`src/rtl/xpd_pkg.sv`:
```
// Shared types and constants for the x86 prefix decoder.
// Holds transfer structs, prefix encodings, status codes and the prefix lookup.
// No dependencies.
package xpd_pkg;

    // Input transfer: one code byte or an end-of-code marker
    typedef struct packed {
        logic [7:0] code_byte;
        logic       code_ended;
    } in_item_t;

    // Output transfer: one decoded prefix run
    typedef struct packed {
        logic [1:0] status;
        logic [1:0] lock_rep_prefix;
        logic [2:0] segment_prefix;
        logic       operand_size_override;
        logic       address_size_override;
        logic       rex_present;
        logic       rex_w;
        logic       rex_r;
        logic       rex_x;
        logic       rex_b;
        logic [3:0] bytes_consumed;
    } out_item_t;

    // Prefix slots collected so far for the current instruction
    typedef struct packed {
        logic [1:0] group1;
        logic [2:0] group2;
        logic       group3;
        logic       group4;
        logic [3:0] count;
    } slots_t;

    // Result of one decode step
    typedef struct packed {
        logic      emit;
        out_item_t result;
        slots_t    slots;
    } step_t;

    typedef enum logic [2:0] {
        GRP_NONE,
        GRP_LOCK_REP,
        GRP_SEGMENT,
        GRP_OPSIZE,
        GRP_ADDRSIZE
    } grp_t;

    typedef struct packed {
        grp_t       grp;
        logic [2:0] code;
    } prefix_t;

    // Status codes
    localparam logic [1:0] STATUS_OK       = 2'd0;
    localparam logic [1:0] STATUS_CONFLICT = 2'd1;
    localparam logic [1:0] STATUS_ENDED    = 2'd2;

    // Prefix byte encodings
    localparam logic [7:0] PFX_LOCK  = 8'hf0;
    localparam logic [7:0] PFX_REPNZ = 8'hf2;
    localparam logic [7:0] PFX_REP   = 8'hf3;
    localparam logic [7:0] PFX_CS    = 8'h2e;
    localparam logic [7:0] PFX_SS    = 8'h36;
    localparam logic [7:0] PFX_DS    = 8'h3e;
    localparam logic [7:0] PFX_ES    = 8'h26;
    localparam logic [7:0] PFX_FS    = 8'h64;
    localparam logic [7:0] PFX_GS    = 8'h65;
    localparam logic [7:0] PFX_OPSZ  = 8'h66;
    localparam logic [7:0] PFX_ADSZ  = 8'h67;

    // REX bytes are 0x40..0x4F
    localparam logic [7:0] REX_MASK  = 8'hf0;
    localparam logic [7:0] REX_MATCH = 8'h40;

    // Slot codes
    localparam logic [1:0] G1_LOCK  = 2'd1;
    localparam logic [1:0] G1_REPNZ = 2'd2;
    localparam logic [1:0] G1_REP   = 2'd3;
    localparam logic [2:0] G2_CS    = 3'd1;
    localparam logic [2:0] G2_SS    = 3'd2;
    localparam logic [2:0] G2_DS    = 3'd3;
    localparam logic [2:0] G2_ES    = 3'd4;
    localparam logic [2:0] G2_FS    = 3'd5;
    localparam logic [2:0] G2_GS    = 3'd6;

    // Configuration register map
    localparam int unsigned    PADDR_W       = 3;
    localparam logic [0:0]     REG_MODE_64BIT = 1'b0;

    // Map a byte to its legacy prefix group and slot code
    function automatic prefix_t decode_prefix(input logic [7:0] b);
        prefix_t p;
        p.grp  = GRP_NONE;
        p.code = 3'd0;
        case (b)
            PFX_LOCK:  begin p.grp = GRP_LOCK_REP; p.code = {1'b0, G1_LOCK};  end
            PFX_REPNZ: begin p.grp = GRP_LOCK_REP; p.code = {1'b0, G1_REPNZ}; end
            PFX_REP:   begin p.grp = GRP_LOCK_REP; p.code = {1'b0, G1_REP};   end
            PFX_CS:    begin p.grp = GRP_SEGMENT;  p.code = G2_CS; end
            PFX_SS:    begin p.grp = GRP_SEGMENT;  p.code = G2_SS; end
            PFX_DS:    begin p.grp = GRP_SEGMENT;  p.code = G2_DS; end
            PFX_ES:    begin p.grp = GRP_SEGMENT;  p.code = G2_ES; end
            PFX_FS:    begin p.grp = GRP_SEGMENT;  p.code = G2_FS; end
            PFX_GS:    begin p.grp = GRP_SEGMENT;  p.code = G2_GS; end
            PFX_OPSZ:  begin p.grp = GRP_OPSIZE;   p.code = 3'd1;  end
            PFX_ADSZ:  begin p.grp = GRP_ADDRSIZE; p.code = 3'd1;  end
            default:   begin p.grp = GRP_NONE;     p.code = 3'd0;  end
        endcase
        return p;
    endfunction

endpackage

```
`src/rtl/xpd_step.sv`:
```
// One decode step: current prefix slots plus one input byte give the next
// slots and, when the prefix run ends, a result. Depends on xpd_pkg.
module xpd_step #(
    parameter logic [3:0] CNT_CAP = 4'd15
) (
    input  xpd_pkg::slots_t   slots,
    input  xpd_pkg::in_item_t item,
    input  logic              mode_64bit,
    output xpd_pkg::step_t    step
);
    import xpd_pkg::*;

    prefix_t    pfx;
    logic [3:0] count_bumped;
    logic       is_rex;
    out_item_t  base;

    assign pfx          = decode_prefix(item.code_byte);
    assign count_bumped = (slots.count < CNT_CAP) ? slots.count + 4'd1 : slots.count;
    assign is_rex       = mode_64bit && ((item.code_byte & REX_MASK) == REX_MATCH);

    // Result built from the slots as they stand, no REX
    always_comb
    begin
        base.status                = STATUS_OK;
        base.lock_rep_prefix       = slots.group1;
        base.segment_prefix        = slots.group2;
        base.operand_size_override = slots.group3;
        base.address_size_override = slots.group4;
        base.rex_present           = 1'b0;
        base.rex_w                 = 1'b0;
        base.rex_r                 = 1'b0;
        base.rex_x                 = 1'b0;
        base.rex_b                 = 1'b0;
        base.bytes_consumed        = slots.count;
    end

    // Step decision
    always_comb
    begin
        step.emit   = 1'b0;
        step.result = base;
        step.slots  = slots;
        if (item.code_ended)
        begin
            step.emit          = 1'b1;
            step.result.status = mode_64bit ? STATUS_ENDED : STATUS_OK;
        end
        else
        begin
            case (pfx.grp)
                GRP_LOCK_REP:
                begin
                    if (slots.group1 != 2'd0 && slots.group1 != pfx.code[1:0])
                    begin
                        step.emit          = 1'b1;
                        step.result.status = STATUS_CONFLICT;
                    end
                    else
                    begin
                        step.slots.group1 = pfx.code[1:0];
                        step.slots.count  = count_bumped;
                    end
                end
                GRP_SEGMENT:
                begin
                    if (slots.group2 != 3'd0 && slots.group2 != pfx.code)
                    begin
                        step.emit          = 1'b1;
                        step.result.status = STATUS_CONFLICT;
                    end
                    else
                    begin
                        step.slots.group2 = pfx.code;
                        step.slots.count  = count_bumped;
                    end
                end
                GRP_OPSIZE:
                begin
                    step.slots.group3 = 1'b1;
                    step.slots.count  = count_bumped;
                end
                GRP_ADDRSIZE:
                begin
                    step.slots.group4 = 1'b1;
                    step.slots.count  = count_bumped;
                end
                default:
                begin
                    step.emit = 1'b1;
                    if (is_rex)
                    begin
                        step.result.rex_present    = 1'b1;
                        step.result.rex_w          = item.code_byte[3];
                        step.result.rex_r          = item.code_byte[2];
                        step.result.rex_x          = item.code_byte[1];
                        step.result.rex_b          = item.code_byte[0];
                        step.result.bytes_consumed = count_bumped;
                    end
                end
            endcase
        end
        // Every result ends the instruction
        if (step.emit)
        begin
            step.slots = '0;
        end
    end

endmodule

```
`src/rtl/x86_prefix_decoder.sv`:
```
// x86 legacy and REX prefix decoder. Takes one code byte per transfer and
// collects legacy prefixes (lock/rep, segment, operand size, address size)
// until the first non-prefix byte, a REX byte in 64-bit mode, a conflict
// between two different prefixes of one group, or end of code; then it
// delivers one result and clears its slots. Sustained rate is one byte per
// clock while no result waits on a full output register: each byte is
// registered at the input, decoded against the prefix slots
// combinationally, and a result lands in the output register. The slot
// update loop is a combinational decision on the slot register. Bytes that
// do not end a run produce no transfer on the output. mode_64bit is written
// over the APB port at address 0 and should only change while the decoder
// is idle. Depends on xpd_pkg and xpd_step.
module x86_prefix_decoder #(
    parameter int unsigned COUNT_LIMIT = 15
) (
    input  logic                          clk,
    input  logic                          rst_n,
    // byte stream
    input  logic                          in_valid,
    output logic                          in_ready,
    input  xpd_pkg::in_item_t             in_data,
    // results
    output logic                          out_valid,
    input  logic                          out_ready,
    output xpd_pkg::out_item_t            out_data,
    // configuration
    input  logic                          psel,
    input  logic                          penable,
    input  logic                          pwrite,
    input  logic [xpd_pkg::PADDR_W-1:0]   paddr,
    input  logic [31:0]                   pwdata,
    output logic [31:0]                   prdata,
    output logic                          pready
);
    import xpd_pkg::*;

    localparam logic [3:0] CNT_CAP = (COUNT_LIMIT < 15) ? 4'(COUNT_LIMIT) : 4'd15;

    logic      mode_64bit_reg;
    logic      mode_64bit_next;
    logic      in_valid_reg;
    logic      in_valid_next;
    in_item_t  in_item_reg;
    in_item_t  in_item_next;
    slots_t    slots_reg;
    slots_t    slots_next;
    logic      out_valid_reg;
    logic      out_valid_next;
    out_item_t out_item_reg;
    out_item_t out_item_next;
    step_t     step;
    logic      advance;
    logic      cfg_write;

    // Configuration port
    assign pready    = 1'b1;
    assign cfg_write = psel && penable && pwrite;
    assign prdata    = (paddr[PADDR_W-1:2] == REG_MODE_64BIT) ? {31'd0, mode_64bit_reg} : 32'd0;

    always_comb
    begin
        mode_64bit_next = mode_64bit_reg;
        if (cfg_write && paddr[PADDR_W-1:2] == REG_MODE_64BIT)
        begin
            mode_64bit_next = pwdata[0];
        end
    end

    // Decode against current slots
    xpd_step #(
        .CNT_CAP (CNT_CAP)
    ) u_step (
        .slots      (slots_reg),
        .item       (in_item_reg),
        .mode_64bit (mode_64bit_reg),
        .step       (step)
    );

    // Held byte moves on when it makes no result or the output register frees up
    assign advance  = in_valid_reg && (!step.emit || !out_valid_reg || out_ready);
    assign in_ready = !in_valid_reg || advance;

    // Input register
    always_comb
    begin
        in_valid_next = in_valid_reg;
        in_item_next  = in_item_reg;
        if (in_valid && in_ready)
        begin
            in_valid_next = 1'b1;
            in_item_next  = in_data;
        end
        else if (advance)
        begin
            in_valid_next = 1'b0;
        end
    end

    // Slot state and output register
    always_comb
    begin
        slots_next     = slots_reg;
        out_valid_next = out_valid_reg;
        out_item_next  = out_item_reg;
        if (advance)
        begin
            slots_next = step.slots;
        end
        if (advance && step.emit)
        begin
            out_valid_next = 1'b1;
            out_item_next  = step.result;
        end
        else if (out_ready)
        begin
            out_valid_next = 1'b0;
        end
    end

    assign out_valid = out_valid_reg;
    assign out_data  = out_item_reg;

    // Control state
    always_ff @(posedge clk or negedge rst_n)
    begin
        if (!rst_n)
        begin
            mode_64bit_reg <= 1'b0;
            in_valid_reg   <= 1'b0;
            slots_reg      <= '0;
            out_valid_reg  <= 1'b0;
        end
        else
        begin
            mode_64bit_reg <= mode_64bit_next;
            in_valid_reg   <= in_valid_next;
            slots_reg      <= slots_next;
            out_valid_reg  <= out_valid_next;
        end
    end

    // Payload
    always_ff @(posedge clk)
    begin
        in_item_reg  <= in_item_next;
        out_item_reg <= out_item_next;
    end

`ifndef NO_ASSERTIONS
    // A run that ends clears every slot
    a_clear_after_result: assert property (@(posedge clk) disable iff (!rst_n)
        advance && step.emit |=> slots_reg == '0)
        else $error("prefix slots not cleared after result");

    // A byte absorbed as prefix always leaves a nonzero count
    a_count_after_prefix: assert property (@(posedge clk) disable iff (!rst_n)
        advance && !step.emit |=> slots_reg.count != 4'd0)
        else $error("prefix count zero after prefix byte");

    // Count never exceeds its cap
    a_count_cap: assert property (@(posedge clk) disable iff (!rst_n)
        slots_reg.count <= CNT_CAP)
        else $error("prefix count above cap");

    // Error results never carry REX
    a_error_no_rex: assert property (@(posedge clk) disable iff (!rst_n)
        out_valid_reg && out_item_reg.status != STATUS_OK |-> !out_item_reg.rex_present)
        else $error("REX reported with error status");
`endif

endmodule
```
`config.mk`:
```
export PLATFORM = sky130hd
export DESIGN_NAME = x86_prefix_decoder
export DESIGN_NICKNAME = d
export VERILOG_FILES = /design/src/rtl/xpd_pkg.sv /design/src/rtl/xpd_step.sv /design/src/rtl/x86_prefix_decoder.sv
export SDC_FILE = /design/constraint.sdc
export NUM_CORES = 1
export LEC_CHECK = 0
export ABC_CLOCK_PERIOD_IN_PS = 3390
export BUFFER_PORTS_ARGS = -buffer_cell sky130_fd_sc_hd__buf_2
export CORE_MARGIN = 2
export CORE_UTILIZATION = 43
export CTS_BUF_LIST = sky130_fd_sc_hd__clkbuf_4 sky130_fd_sc_hd__clkbuf_8 sky130_fd_sc_hd__clkbuf_16
export DETAILED_ROUTE_END_ITERATION = 8
export GPL_ROUTABILITY_DRIVEN = 0
export PLACE_DENSITY = 0.74
export SKIP_LAST_GASP = 1
export SYNTH_ARGS = -nofsm -noshare
export SYNTH_HDL_FRONTEND = slang
export SYNTH_SLANG_ARGS = --single-unit
```
`constraint.sdc`:
```
create_clock -name clk -period 3.39 [get_ports clk]
set_clock_uncertainty 0.15 [all_clocks]
set_input_delay 0 -clock clk [delete_from_list [all_inputs] [get_ports clk]]
set_output_delay 0 -clock clk [all_outputs]
set_load 0.1 [all_outputs]
```
======== After elaboration in Yosys (flattened, before gate mapping) ========
Cells that the tools add are included.
word-level totals
  register bits after elaboration ......... 41
  latch bits .............................. 0
  RAM bits ................................ 0
  ROM bits ................................ 0
  bits of input ports ..................... 51
  output and inout bits ................... 53
  memories ................................ 0
cells by class
  add/sub/neg operators ................... 1
  $mul .................................... 0
  div/mod/pow operators ................... 0
  magnitude comparators ................... 1
  equality and inequality tests ........... 23
  shifts and indexed selects .............. 0
  mux-type cells .......................... 26
  bitwise gates (word level) .............. 2
  reduce and logical (&&, ||, !) cells .... 33
operators with widths
  cell                 count
  $pmux 6 s11          1
  $eq 8x6->1 const B   4
  $eq 8x7->1 const B   4
  $eq 8x8->1 const B   3
  $mux 4               4
  $mux 15              1
  $mux 3               5
  $reduce_bool 2->1    7
  $pmux 4 s3           1
  $mux 11              1
  $logic_and 1x1->1    9
  $mux 9               1
  $reduce_and 4->1     2
  $mux 1               7
  $eq 3x2->1 const B   2
  $mux 2               3
  $ne 3x3->1 const B   2
  $reduce_and 3->1     2
  $reduce_or 6->1      1
  $reduce_and 5->1     1
  $reduce_or 5->1      1
  $add 4x1->4 const B  1
  $eq 4x3->1 const B   1
  $lt 4x4->1 const B   1
  other kinds (15)     21

======== Logic depth before layout (Yosys ltp) ========
  depth in word-level cells ............... 14
  depth in mapped cells ................... 9

======== By module ========
A second synthesis with hierarchy kept.
unflattened totals
  cells, all modules ...................... 254
  area, all modules ....................... 2677.6 µm²
by module, submodules not included
  module              times used  cells each  area each (µm²)  seq. area each (µm²)
  x86_prefix_decoder  1           137         1871.8           1161.1
  xpd_step            1           117         805.8            0.0

======== Worst setup path after synthesis ========
Ideal clock, no wire load.
  path type ............................... register to register
  start ................................... register in_item_reg[2] (netlist bit)
  end ..................................... register in_item_reg[0] (netlist bit) (enable)
  arrival time ............................ 2.607 ns
  setup slack ............................. 0.252 ns
  stages on the path, launching flop included .. 9
  path buffers ............................ 1
  period minus slack after synthesis ...... 3.138 ns
  cell sequence ........................... edfxtp_1 -> nor2b_4 -> and3_1 -> or4_1 -> a221oi_2 -> nand2b_1 -> buf_6 -> nand2_1 -> a31oi_1
between the ends
  cells in the longest elaborated chain, start to end .. 13
  elaborated cells on any way between the ends .. 31
  classes of those cells .................. eq/ne (17); mux (5); reduce/logical (9)
RTL lines
  element                                          line                            text
  from (decl)                                      x86_prefix_decoder.sv:43        in_item_t in_item_reg;
  from (signal assigned)                           x86_prefix_decoder.sv:145       in_item_reg <= in_item_next;
  $eq 8x7->1, or another cell as far along         xpd_pkg.sv:98                   case (b)
  $pmux 6 s11 *                                    xpd_pkg.sv:98
  $ne 3x3->1 / $ne 2x2->1 (equally long branches)  xpd_step.sv:67, xpd_step.sv:54
  $logic_and 1x1->1 (on tied branches)             xpd_step.sv:67, xpd_step.sv:54
  $mux 3 (on tied branches)                        xpd_step.sv:67, xpd_step.sv:54
  $pmux 1 s3 *                                     xpd_step.sv:51                  case (pfx.grp)
  $mux 3 *                                         xpd_step.sv:44                  if (item.code_ended)
  $logic_not 1->1 *                                x86_prefix_decoder.sv:80        assign advance = in_valid_reg && (!step.emit || !out_valid_reg || out_ready);
  $logic_or 1x1->1 * (2 in a row)                  x86_prefix_decoder.sv:80
  $logic_and 1x1->1 *                              x86_prefix_decoder.sv:80
  $logic_or 1x1->1 *                               x86_prefix_decoder.sv:81        assign in_ready = !in_valid_reg || advance;
  $logic_and 1x1->1 *                              x86_prefix_decoder.sv:88        if (in_valid && in_ready)
Mark *: on every way between the ends. The rest lies on a longest branch, timed or not.
A chain may end at the register's enable or synchronous reset.

======== Worst setup path in the final report ========
  start ................................... register in_item_reg[8] (netlist bit)
  end ..................................... register in_valid_reg
between the ends
  cells in the longest elaborated chain, start to end .. 14
  elaborated cells on any way between the ends .. 33
  classes of those cells .................. eq/ne (17); mux (6); reduce/logical (10)
RTL lines
  element                                             line                            text
  $eq 8x7->1, or another cell as far along            xpd_pkg.sv:98
  $pmux 6 s11 *                                       xpd_pkg.sv:98
  $ne 3x3->1 / $ne 2x2->1 (equally long branches)     xpd_step.sv:67, xpd_step.sv:54
  $logic_and 1x1->1 (on tied branches)                xpd_step.sv:67, xpd_step.sv:54
  $mux 3 (on tied branches)                           xpd_step.sv:67, xpd_step.sv:54
  $pmux 1 s3 *                                        xpd_step.sv:51
  $mux 3 *                                            xpd_step.sv:44
  $logic_not 1->1 *                                   x86_prefix_decoder.sv:80
  $logic_or 1x1->1 * (2 in a row)                     x86_prefix_decoder.sv:80
  $logic_and 1x1->1 *                                 x86_prefix_decoder.sv:80
  $logic_or 1x1->1                                    x86_prefix_decoder.sv:81
  $logic_and 1x1->1                                   x86_prefix_decoder.sv:88
  $mux 1 / $reduce_bool 2->1 (equally long branches)  --
  to (signal assigned)                                x86_prefix_decoder.sv:136       in_valid_reg <= in_valid_next;
  to (decl)                                           x86_prefix_decoder.sv:41        logic in_valid_reg;
Marked as above.

==> results.cfg <==
[power_and_ir_drop]
p_sw_frac = 0.380
p_clk_frac = 0.301
power_mw = 1.51
leakage_nw = 1.22
powerDensity_nw_per_um2 = 520
power.switching_mw = 0.575
combPwrFrac = 0.304
ir_worst_vdd_v = 0.000249
seqPwrFrac = 0.395
p_int_mw = 0.937

[final_layout]
drive_above_1_share = 0.280
n_antenna_cell = 0
fill_cells = 464
final_cell_mix = 38 x buf_2, 32 x conb_1, 27 x edfxtp_1, 17 x nand2_1, 17 x dlygate4sd3_1
area_delta_synth_final_pct = 22.8
nNetsFinal = 330
layout_commonest_cell = buf_2
largest_reg_flops = 18
final_util = 0.538

[floorplan]
die-height_um = 78.2
core-area_um2 = 5410
die_x_um = 78.2
start_util = 0.438
die_area_um2 = 6120
core.rowCount = 27
pin_count = 104

[critical_path]
cpMaxStageDelayCell = dlygate4sd3_1
reg2reg_setup_slack_ns = 0.21
end_kind = register
worstRegToRegCells = 9
cp_cell_sequence = and4b_4 > and3_4 > or4_1 > a221oi_2 > nand2b_1 > buf_4 > and2_4 > o21ai_1 > dlygate4sd3_1
cp_data_arrival_time_ns = 3.21
reg2reg_to = in_valid_reg
critPathMaxFanout = 8
criticalPathCategory = register to register
worstPathRequired_ns = 3.42
r2r-start = in_item_reg[8]
max_stage_delay_ns = 0.55
startpoint_type = register

[synth]
yosysSeqAreaShare = 0.490
synth_cell_types = 55
synth_edf_count = 27
ys.flop_type = edfxtp_1
synth_area_um2 = 2370
yosys_warnings = 0
avgSynthCellArea_um2 = 11.3
netlist_instances = 209
yosys_register_bits = 41
async_reset_ff_frac = 0.341

[sta]
tightest_slew_ns = 0.537
timing.final.ws_setup_ns = 0.208
fin_crit_sh = 0.939
hold_violations = 0
maxSlewHeadroom = 0.640
fin_crit_ns = 3.18
finalSetupTns_ns = 0
fmax_ghz = 0.314
rsz0062_at_grt = no
setup_viol = 0
finalMaxSlewViolations = 0

[routing]
dr_wl_met3_um = 196
wl_per_cell_um = 12.3
drc = 0
ant_nets = 0
met1_length_um = 1870
top_layer = met4
drtPass1Iterations = 4
routed_wl_um = 4330
first_iter_violations = 104
avgViaCountPerCell = 4.91
met2_length_um = 2160
dr_total_vias = 1722

[clock_tree]
cts-root-buf = clkbuf_8
clockBufferDepth = 2
numCtsBuffers = 5
clkTransAtPathRegs_ns = 0.08
clkSinkCount = 41
tritoncts = done
insertion_delay_ns = 0.29
htree_levels = 2

[placed_design]
hpwl_um = 3090
numPortBuffers = 38
dpl_worst_slack_ns = 0.435

[min_path]
hold_class = input port to output port
hold_start = paddr[2]
min_to = prdata[0]
whs_path_depth = 3

[grt]
grt_pass1_wl_um = 7220
antenna_found_initial = 0
grt_pass1_vias = 1538
overflow = 0
grt_max_degree = 22
grt_usage = 0.151

[status]
outcome = finished, final reports clean

[run]
drv_cap = 0
-- cell families (layout without fill, tap and decap cells) --
| group | after synthesis | in the layout | share of synthesized area |
|---|---|---|---|
| AND/OR/NAND/NOR | 76 | 76 | 0.208 |
| AO/OA/AOI/OAI | 44 | 44 | 0.154 |
| flip-flops | 41 | 41 | 0.490 |
| buffers and inverters | 41 | 81 | 0.122 |
| other | 2 | 32 | 0.00317 |
| XOR/XNOR | 2 | 2 | 0.00740 |
| multiplexers | 2 | 2 | 0.00951 |
| adder cells (fa/ha/maj) | 1 | 1 | 0.00528 |
-- power groups by stage --
stage	combinational [mW]	clock [mW]	sequential, mW
3_5_place_dp	0.437	0	0.607
6_report	0.460	0.454	0.597
4_1_cts	0.456	0.460	0.596
5_1_grt	0.475	0.479	0.603
3_3_place_gp	0.435	0	0.606
2_1_floorplan	0.260	0	0.758
-- critical path, delay by kind of cell, from the launching register on --
family / cells / cell delay, ns
AOI/OAI and AO/OA: 2 / 0.36
DFF: 1 / 0.48
buffers and inverters: 2 / 0.72
and+or+nand+nor: 5 / 1.37
-- area by class of cell --
| class | instances | area [um^2] | area share |
|---|---|---|---|
| flip-flops and latches | 41 | 1160 | 0.399 |
| multi-input cells | 157 | 1050 | 0.360 |
| repair buffers | 68 | 458 | 0.157 |
| well taps | 72 | 90.1 | 0.0310 |
| clock buffers | 5 | 68.8 | 0.0237 |
| clock inverters | 3 | 65.1 | 0.0224 |
| inverters | 5 | 18.8 | 0.00645 |
-- metrics by stage --
stage	instance area (um^2)	hold slack (ns)	instances
floorplan	2480	-0.446	239
global placement	2540	-0.225	320
detailed placement	2540	-0.224	320
CTS	2850	0.249	345
global route	2910	0.264	351
finish	2910	0.251	351
-- synth_stat cells, types with 2 or more instances --
library cell	n	area share
and3_1	6	0.016
conb_1	2	0.0032
a41oi_1	3	0.011
edfxtp_1	27	0.34
o31ai_1	2	0.0063
o221ai_2	4	0.025
mux2_2	2	0.0095
nand3_1	6	0.013
o211ai_1	2	0.0063
or4_1	3	0.0095
inv_1	5	0.0079
a21oi_1	6	0.013
a31oi_1	3	0.0079
nand2b_1	7	0.018
dfrtp_1	14	0.15
buf_4	32	0.10
nand4bb_1	2	0.0095
a211oi_2	2	0.011
o21ai_1	4	0.0085
nand2_1	17	0.027
a22oi_1	3	0.0095
nor2_1	2	0.0032
o21ai_0	5	0.011
and2_1	10	0.026
nor2b_1	4	0.011
nor3_1	5	0.011
buf_6	2	0.0095
clkbuf_1	2	0.0032
-- routing by layer --
| metal | global-route usage | vias to the layer above |
|---|---|---|
| li1 | - | 851 |
| met1 | 0.186 | 811 |
| met2 | 0.255 | 51 |
| met3 | 0.0276 | 9 |
| met4 | 0.0772 | 0 |
| met5 | 0 | - |
-- what timing repair did --
| action | CTS | global route |
|---|---|---|
| hold buffers | 17 | 0 |
| resized for setup | 0 | 2 |
| endpoints found under the setup margin | 0 | 1 |
| endpoints found under the hold margin | 28 | 0 |
| setup buffers | 0 | 6 |
-- how the worst max path moves through the flow --
stage | from | endpoint | depth (start not counted)
after floorplan | in_item_reg[2] | in_item_reg[0] | 8
after global placement | in_item_reg[3] | in_item_reg[0] | 8
after detailed placement | in_item_reg[3] | in_item_reg[2] | 8
after global routing | in_item_reg[3] | in_valid_reg | 9
final | in_item_reg[8] | in_valid_reg | 9
after CTS | in_item_reg[3] | in_valid_reg | 9
Power figures use the tool's default switching activity.
